File: src/rtl/pip_pkg.sv
// shared constants, codes and the sequencer-to-datapath control struct
// no dependencies
`default_nettype none

package pip_pkg;

   localparam int DEF_MAX_CORNERS = 16;
   localparam int DEF_COORD_BITS  = 16;
   localparam int MIN_CORNERS     = 3;
   localparam int COUNT_BITS      = 5;
   localparam int SLOT_BITS       = 4;

   localparam logic MODE_TEST  = 1'b0;
   localparam logic MODE_WRITE = 1'b1;

   typedef struct packed {
      logic clear;       // capture test point, clear inside flag
      logic load_old;    // ram data is the closing vertex
      logic load_edge;   // ram data is the next vertex of the walk
      logic mul_first;   // left product
      logic mul_second;  // right product
      logic compare;     // compare products and toggle
   } pip_ctl_type;

endpackage

`default_nettype wire

File: src/rtl/pip_edge_dp.sv
// edge datapath: crossing test, shared signed multiplier, product compare
// depends on pip_pkg
`default_nettype none

module pip_edge_dp
   import pip_pkg::*;
#(
   parameter int COORD_BITS = DEF_COORD_BITS
) (
   input  wire logic                    clock,
   input  wire logic                    reset,
   input  wire pip_ctl_type             ctl,
   input  wire logic [COORD_BITS-1:0]   point_x,
   input  wire logic [COORD_BITS-1:0]   point_y,
   input  wire logic [2*COORD_BITS-1:0] rd_data,
   output      logic                    inside_flag
);

   localparam int CW = COORD_BITS;
   localparam int DW = CW + 1;
   localparam int PW = 2 * DW;

   logic signed [CW-1:0] px_ff, py_ff, ox_ff, oy_ff;
   logic signed [CW-1:0] nx, ny, x1, y1, x2, y2;
   logic signed [DW-1:0] dl_ff, dx_ff, dy_ff, dp_ff;
   logic signed [DW-1:0] dl_in, dx_in, dy_in, dp_in;
   logic signed [DW-1:0] mul_a, mul_b;
   logic signed [PW-1:0] prod, p1_ff, p2_ff;
   logic                 hit_ff, hit_in;
   logic                 inside_ff;

   assign nx = $signed(rd_data[2*CW-1:CW]);
   assign ny = $signed(rd_data[CW-1:0]);

   always_comb begin
      if (nx > ox_ff) begin
         x1 = ox_ff;
         y1 = oy_ff;
         x2 = nx;
         y2 = ny;
      end else begin
         x1 = nx;
         y1 = ny;
         x2 = ox_ff;
         y2 = oy_ff;
      end
      // half-open span: exactly one end strictly left of the point
      hit_in = ((nx < px_ff) == (px_ff <= ox_ff));
      dl_in  = $signed({py_ff[CW-1], py_ff}) - $signed({y1[CW-1], y1});
      dx_in  = $signed({x2[CW-1], x2}) - $signed({x1[CW-1], x1});
      dy_in  = $signed({y2[CW-1], y2}) - $signed({y1[CW-1], y1});
      dp_in  = $signed({px_ff[CW-1], px_ff}) - $signed({x1[CW-1], x1});
   end

   // the one multiplier, shared by both products of an edge
   assign mul_a = ctl.mul_second ? dy_ff : dl_ff;
   assign mul_b = ctl.mul_second ? dp_ff : dx_ff;
   assign prod  = PW'(mul_a) * PW'(mul_b);

   always_ff @(posedge clock) begin
      if (ctl.clear) begin
         px_ff <= $signed(point_x);
         py_ff <= $signed(point_y);
      end
      if (ctl.load_old || ctl.load_edge) begin
         ox_ff <= nx;
         oy_ff <= ny;
      end
      if (ctl.load_edge) begin
         dl_ff <= dl_in;
         dx_ff <= dx_in;
         dy_ff <= dy_in;
         dp_ff <= dp_in;
      end
      if (ctl.mul_first) begin
         p1_ff <= prod;
      end
      if (ctl.mul_second) begin
         p2_ff <= prod;
      end
   end

   always_ff @(posedge clock) begin
      if (reset) begin
         hit_ff    <= 1'b0;
         inside_ff <= 1'b0;
      end else begin
         if (ctl.load_edge) begin
            hit_ff <= hit_in;
         end
         if (ctl.clear) begin
            inside_ff <= 1'b0;
         end else if (ctl.compare && hit_ff && (p1_ff < p2_ff)) begin
            inside_ff <= ~inside_ff;
         end
      end
   end

   assign inside_flag = inside_ff;

endmodule

`default_nettype wire

File: config.mk
export PLATFORM = sky130hd
export DESIGN_NAME = pip_edge_dp
export DESIGN_NICKNAME = d
export VERILOG_FILES = /design/src/rtl/pip_pkg.sv /design/src/rtl/pip_edge_dp.sv
export SDC_FILE = /design/constraint.sdc
export NUM_CORES = 1
export LEC_CHECK = 0
export BUFFER_PORTS_ARGS = -buffer_cell sky130_fd_sc_hd__buf_4
export CELL_PAD_IN_SITES_DETAIL_PLACEMENT = 0
export CELL_PAD_IN_SITES_GLOBAL_PLACEMENT = 1
export CORE_ASPECT_RATIO = 1.1
export CORE_MARGIN = 2
export CORE_UTILIZATION = 40
export CTS_CLUSTER_SIZE = 30
export DETAILED_ROUTE_END_ITERATION = 10
export GPL_ROUTABILITY_DRIVEN = 1
export PLACE_DENSITY_LB_ADDON = 0.1
export SYNTH_ARGS = -nofsm -noshare
export SYNTH_HDL_FRONTEND = slang
export SYNTH_SLANG_ARGS = --single-unit
File: constraint.sdc
create_clock -name clock -period 7.24 [get_ports clock]
set_input_delay 0.362 -clock clock [delete_from_list [all_inputs] [get_ports clock]]
set_output_delay 0.362 -clock clock [all_outputs]
set_load 0.01 [all_outputs]
After elaboration in Yosys (flattened, before gate mapping)
Index checks and enable logic that the tools add are counted.
Widths: inputs -> output; s select.
- register bits after elaboration: 202
- word-level logic and storage cells: 33
- $add $sub $neg: 4
- multipliers: 1
- $lt $le $gt $ge: 4
- equal/unequal tests: 1
- mux-type cells: 6
- bitwise logic cells: 1
- reduce and logical (&&, ||, !) cells: 4
- operator list (operator ; count):
    $sub 16x16->17 ; 4
    $mux 16 ; 4
    $lt 34x34->1 ; 1
    $mul 17x17->34 ; 1
    $mux 17 ; 2
    $gt 16x16->1 ; 1
    $le 16x16->1 ; 1
    $lt 16x16->1 ; 1
    $logic_and 1x1->1 ; 2
    $reduce_or 2->1 ; 1
    $eq 1x1->1 ; 1
    $logic_or 1x1->1 ; 1
    $not 1->1 ; 1

Logic depth before layout (Yosys ltp)
Gate-level depths: netlist (run 1).
- depth in word-level cells: 3
- mapped depth: 30
- mapped depth without buffers: 26

Least setup slack after synthesis (run 1)
No wires, ideal clock.
- path type: input to register
- from: input ctl[1] (netlist name)
- to: register p1_ff[33], data pin
- arrival: 7051 ps
- path slack: -76 ps
- stages: 27
- cells stage by stage: clkbuf_1 -> clkbuf_1 -> buf_1 -> mux2i_1 -> nor2_1 -> fa_1 -> inv_1 -> fa_1 -> fa_1 -> inv_1 -> fa_1 -> fa_1 -> inv_1 -> fa_1 -> inv_1 -> ha_1 -> a21o_1 -> a21o_1 -> a21o_1 -> a21oi_1 -> o211ai_1 -> o211ai_1 -> a31oi_1 -> a41o_1 -> a21o_1 -> a31oi_1 -> xnor2_1
- word-level cells in the longest chain between the ends: 2
- elaborated cells on any way between the ends: 3
- classes of those cells: mul (1); mux (2)
- ends and longest elaborated chain (element ; line ; text):
    start, declared ; pip_edge_dp.sv:12 ; input wire pip_ctl_type ctl,
    $mux 17 (on tied branches) ; pip_edge_dp.sv:56, pip_edge_dp.sv:57 ;
    $mul 17x17->34 * ; pip_edge_dp.sv:58 ; assign prod = PW'(mul_a) * PW'(mul_b);
    net prod[33] ; pip_edge_dp.sv:28 ; logic signed [PW-1:0] prod, p1_ff, p2_ff;
    end signal, assigned ; pip_edge_dp.sv:76 ; p1_ff <= prod;
    end, declared ; pip_edge_dp.sv:28 ;
The timed path passes the listed nets; every way through them passes the cells marked *.
A chain may end at the register's enable or synchronous reset.

Final worst setup path (run 1)
- from: register dp_ff[3]
- to: register p2_ff[33], data pin
- word-level cells in the longest chain between the ends: 2
- ends and longest elaborated chain (element ; line ; text):
    start, declared ; pip_edge_dp.sv:25 ; logic signed [DW-1:0] dl_ff, dx_ff, dy_ff, dp_ff;
    start signal, assigned ; pip_edge_dp.sv:73 ; dp_ff <= dp_in;
    $mux 17 ; pip_edge_dp.sv:57 ; assign mul_b = ctl.mul_second ? dp_ff : dx_ff;
    $mul 17x17->34 ; pip_edge_dp.sv:58 ;
    net prod[33] ; pip_edge_dp.sv:28 ;
    end signal, assigned ; pip_edge_dp.sv:79 ; p2_ff <= prod;
    end, declared ; pip_edge_dp.sv:28 ;
The timed path passes the listed nets, and every way through them passes these cells.

==> impl_metrics.yaml, run 1 <==
critical_path:
  crit_path_cell_trace: "mux2_2 -> nand2_1 -> fa_1 -> fa_1 -> fa_1 -> inv_1 -> fa_1 -> fa_1 -> inv_1 -> fa_1 -> inv_1 -> ha_1 -> a21o_1 -> a21o_1 -> a21o_1 -> a21oi_1 -> o211ai_1 -> o211ai_1 -> a31oi_1 -> a41o_1 -> a21o_1 -> a31oi_1 -> xnor2_1"
  reg2reg_depth: 23
  critPathArrivalTime_ns: 6.88
  crit_path_frequent_cell: "fa_1"
  regToRegSetupSlack_ns: 0.65
  cp_slowest_cell: "fa_1"
  worst_setup_path_start_kind: "flip-flop"
  r2r_end: "p2_ff[33]"
  cp-startpoint: "dp_ff[3]"
  worst_ep_required_time_ns: 7.53
  timing.rr.start: "dp_ff[3]"
  cp_slowest_stage_delay_ns: 0.53
  worst-path-max-fanout: 10
  cp-end-kind: "flip-flop"
  setup.worst_path.class: "flip-flop to flip-flop"
sta:
  fin_crit_ns: 6.588
  slew-limit-headroom: 0.3027
  setup_violations: 0
  fin_setup_tns_ns: 0
  drv_slew: 0
  max_freq_mhz: 151.8
  worstMarginPinSlew_ns: 1.020
  period_share: 0.9099
  hold_viol: 0
  rsz0062_at_grt: "false"
  clock-skew-final_ns: 0.01713
synth:
  yosys.area.top_type_share: 0.2610
  synth-edff-count: 200
  yosysTopAreaCell: "edfxtp_1"
  synth-seq-cells: 202
  synth_cells: 2293
  yosysWarnings: 0
  syn_avg_cell_area_um2: 10.03
  postSynthNetCount: 2862
  netlist_area_um2: 23010
  synthTopCellsByArea: "edfxtp_1, fa_1, ha_1"
  ys_seq_area_frac: 0.2628
  synth_top_flop_cell: "edfxtp_1"
  ys_async_sr_fraction: 0
  ys_types: 75
drt:
  vias: 15960
  wl_mm: 58.84
  ant_nets: 0
  first_pass_iters: 5
  post-route-drc-count: 0
  via_per_inst: 4.973
  drt_iter0_drc: 777
  wire_per_inst_um: 18.34
final_layout:
  final_cell_mix: "inv_1, fa_1, nor2_1, edfxtp_1, ha_1"
  drive_above_1_share: 0.08547
  antenna_cells: 0
  syn2layout_area_growth_pct: 12.83
  final_common_cell: "inv_1"
  finalInstanceArea_um2: 25960
  fin_nets: 3009
cts:
  cts_htree_levels: 1
  cts_buffer_depth: 3
  clock-sinks: 202
  clockRootBuffer: "clkbuf_16"
  numCtsBuffers: 23
  clk_pin_slew_ns: 0.06
  cts_tree: "yes"
  cts_resized: 0
  insertion_delay_ns: 0.55
worst_hold_path:
  holdPathEnd: "oy_ff[9]"
  min_path_cells: 1
  holdCritPathClass: "primary input to flip-flop"
  min_from: "rd_data[9]"
floorplan:
  die_h_um: 255.5
  die_x_um: 232.7
  core_um2: 57090
  dieArea_um2: 59450
  io_pins: 73
  std_cell_rows: 92
  start_util: 0.4030
grt:
  overflow: 0
  grt_use_total: 0.2043
  grt_pass1_vias: 17050
  grt_max_degree: 55
  antenna_found_initial: 0
  grt_pass1_wl_mm: 95.15
run_status:
  status: "completed"
placed_design:
  gp_congestion: 0.8990
  dp_hpwl_mm: 49.75
  io_buffers: 72
  placed_area_um2: 24850
job:
  drv_cap: 0
## logic make-up (layout without fill, tap and decap cells)
logic type / after synthesis / count (layout) / synth area share
muxes: 91 / 91 / 0.04095
and+or+nand+nor: 613 / 613 / 0.1194
AOI/OAI and AO/OA: 299 / 299 / 0.08729
buffers and inverters: 483 / 647 / 0.07978
DFF: 202 / 202 / 0.2628
xor gates and xnor gates: 87 / 87 / 0.03312
adders and majority gates: 518 / 518 / 0.3767
## metal layers
metal | vias up | global-route usage | wire length, um
met1 | 7846 | 0.2868 | 27790
li1 | 7804 | - | -
met4 | 0 | 0.04742 | 1252
met2 | 244 | 0.3438 | 28040
met5 | - | 0 | 0
met3 | 63 | 0.01638 | 1756
## area by class of cell
type	count	area [um^2]
fill	5550	31140
timing repair buffer	168	1436
clock inverter	16	167.7
inverter	437	1640
tap	752	940.9
multi-input combinational	1608	15140
sequential	202	6046
clock buffer	26	586.8
## worst max path at each step
stage | endpoint | cells past startpoint
2_1_floorplan | p1_ff[33] | 26
3_3_place_gp | p1_ff[33] | 25
3_5_place_dp | p1_ff[33] | 23
4_1_cts | p2_ff[33] | 23
5_1_grt | p1_ff[32] | 25
6_report | p2_ff[33] | 23
## synth_stat cells, types with 7 or more instances
| library cell | count |
|---|---|
| buf_1 | 7 |
| inv_1 | 437 |
| or2_2 | 11 |
| and2_1 | 8 |
| maj3_1 | 21 |
| ha_1 | 199 |
| mux2_2 | 25 |
| a21oi_1 | 76 |
| nand3_1 | 21 |
| nor2b_1 | 33 |
| nand4_1 | 9 |
| a21o_1 | 41 |
| mux2i_1 | 66 |
| xor2_1 | 21 |
| buf_2 | 7 |
| o21ai_0 | 54 |
| o211ai_1 | 7 |
| clkbuf_1 | 28 |
| nor3_1 | 20 |
| xnor2_1 | 66 |
| nand2_1 | 173 |
| a31oi_1 | 7 |
| nor2_1 | 250 |
| a211oi_1 | 11 |
| o22ai_1 | 7 |
| edfxtp_1 | 200 |
| or3_1 | 12 |
| o31ai_1 | 10 |
| o21a_1 | 12 |
| nand2b_1 | 52 |
| o21bai_1 | 8 |
| fa_1 | 298 |
| and3_1 | 10 |
## state kept, by name (all words and copies together) (netlist names)
signal	cells
dy_ff	17
p1_ff	34
hit_ff	1
inside_flag	1
p2_ff	34
py_ff	16
oy_ff	16
ox_ff	16
dx_ff	17
px_ff	16
dl_ff	17
dp_ff	17
## critical path: cells and delay by family (launching register included)
family,cells,cell delay [ns]
DFF,1,0.46
adders and majority gates,7,3.27
xor gates and xnor gates,1,0.10
buffers and inverters,3,0.14
muxes,1,0.41
and+or+nand+nor,1,0.12
AOI/OAI and AO/OA,10,1.83
## timing repair
| action | in CTS | in global routing |
|---|---|---|
| endpoints found under the hold margin | 35 | 0 |
| hold buffers | 35 | 0 |
| buffers inserted | 0 | 0 |
## metrics by stage
stage	hold WS (ns)	cells	setup slack [ns]	util
6_report	0.03055	3209	0.6520	0.4547
5_1_grt	0.01441	3209	0.2971	0.4547
4_1_cts	0.002340	3209	0.5795	0.4547
3_5_place_dp	0.4662	3132	0.2330	0.4353
3_3_place_gp	0.4556	3132	0.2575	0.4353
2_1_floorplan	0.4348	2293	0.03242	-
Power of run 1 is not shown: default switching activity piles up to over one toggle a cycle in this logic, so the estimate is an artifact.
==> inputs of run 2 (changes only) <==
--- a/config.mk
+++ b/config.mk
@@ -6,10 +6,10 @@
 export NUM_CORES = 1
 export LEC_CHECK = 0
 export BUFFER_PORTS_ARGS = -buffer_cell sky130_fd_sc_hd__buf_4
-export CELL_PAD_IN_SITES_DETAIL_PLACEMENT = 0
+export CELL_PAD_IN_SITES_DETAIL_PLACEMENT = 1
 export CELL_PAD_IN_SITES_GLOBAL_PLACEMENT = 1
 export CORE_ASPECT_RATIO = 1.1
-export CORE_MARGIN = 2
+export CORE_MARGIN = 1
 export CORE_UTILIZATION = 40
 export CTS_CLUSTER_SIZE = 30
 export DETAILED_ROUTE_END_ITERATION = 10
==> impl_metrics.yaml, run 2 (same netlist as run 1, synthesis figures left out) <==
floorplan:
  die_h_um: 253.5
  io_pins: 73
  std_cell_rows: 91
  dieArea_um2: 58480
  core_um2: 56470
  start_util: 0.4074
  die_x_um: 230.7
final_layout:
  fillers: 6352
  antenna_cells: 0
  fin_nets: 3013
  top_regs: "p1_ff x34, p2_ff x34"
  multi_input_area_um2: 15140
  drive_above_1_share: 0.08818
  stdcell_count: 3205
  syn2layout_area_growth_pct: 13.06
  final_common_cell: "inv_1"
  register_area_um2: 6046
  final_cell_mix: "inv_1, fa_1, nor2_1, edfxtp_1, ha_1"
placed_design:
  dp_hpwl_mm: 51.99
  place_inst: 3126
  gp_congestion: 0.9430
  io_buffers: 72
  place_ws_ns: 0.06464
sta:
  fin_setup_tns_ns: 0
  rsz0062_at_grt: "false"
  drv_slew: 0
  period_share: 0.9271
  fin_crit_ns: 6.712
  slew-limit-headroom: 0.2987
  hold_slack_ns: 0.03315
  worstMarginPinSlew_ns: 1.025
  clock-skew-final_ns: 0.01575
  hold_viol: 0
  setup_violations: 0
  setup_slack_ns: 0.5281
  max_freq_mhz: 149.0
grt:
  antenna_found_initial: 0
  grtUsageMet2: 0.3717
  use_met3: 0.01661
  grt_use_total: 0.2159
  grt_max_degree: 63
  globalRouteMet1Util: 0.2887
  grt_pass1_wl_mm: 98.64
  grt_pass1_vias: 17980
  busiest_layer: "met2"
  overflow: 0
critical_path:
  r2r_end: "p2_ff[33]"
  crit_path_frequent_cell: "fa_1"
  cp_slowest_stage_delay_ns: 0.55
  worst_ep_required_time_ns: 7.52
  cp-end-kind: "flip-flop"
  timing.rr.start: "dy_ff[7]"
  reg2reg_depth: 25
  regToRegSetupSlack_ns: 0.53
  worst-path-max-fanout: 8
  cp_slowest_cell: "fa_1"
  worst_setup_path_start_kind: "flip-flop"
  setup.worst_path.class: "flip-flop to flip-flop"
  critPathArrivalTime_ns: 6.99
  critical_path.top_delay_family: "adder cells"
  path_buf_inv: 5
job:
  drv_cap: 0
drt:
  drt_iter0_drc: 654
  post-route-drc-count: 0
  first_pass_iters: 5
  ant_nets: 0
  wire_per_inst_um: 19.21
  via_per_inst: 5.073
  wl_mm: 61.56
  vias: 16260
cts:
  cts_htree_levels: 1
  clk_pin_slew_ns: 0.06
  cts_tree: "yes"
  clockRootBuffer: "clkbuf_16"
  clock-sinks: 202
  insertion_delay_ns: 0.55
  numCtsBuffers: 25
  cts_buffer_depth: 3
worst_hold_path:
  holdPathEnd: "oy_ff[9]"
  min_from: "rd_data[9]"
  holdCritPathClass: "primary input to flip-flop"
  min_path_cells: 1
run_status:
  status: "completed"
==> run 2: area by class of cell <==
class	instances	area share
clock buffer	25	0.02405
inverter	437	0.06306
clock inverter	19	0.008754
multi-input combinational	1608	0.5821
tap	744	0.03579
sequential	202	0.2324
timing repair buffer	170	0.05387
==> run 2: worst max-delay path by stage <==
stage	startpoint	to	depth (start not counted)
floorplan	ctl[1]	p1_ff[33]	26
global placement	ctl[1]	p1_ff[33]	25
detailed placement	ctl[1]	p2_ff[33]	25
CTS	dl_ff[7]	p2_ff[33]	25
global route	dy_ff[7]	p1_ff[33]	25
finish	dy_ff[7]	p2_ff[33]	25
==> run 2: per-stage QoR <==
step,util,instance area (um^2)
after detailed placement,0.4393,24810
final,0.4606,26010
after floorplan,-,23010
after CTS,0.4606,26010
after global routing,0.4606,26010
after global placement,0.4393,24810
==> run 2: timing repair <==
| action | 4_1_cts | 5_1_grt |
|---|---|---|
| setup buffers | 0 | 0 |
| hold buffers | 35 | 0 |
| gates resized for setup | 0 | 0 |
| endpoints found under the hold margin | 35 | 0 |
==> run 2: routing by layer <==
metal  part of all wire  vias to the layer above
met4              0.032                        0
met2               0.48                      237
li1                   -                     7820
met3              0.025                       78
met1               0.46                     8124
met5                  0                        -
Power of run 2 is left out for the same reason.
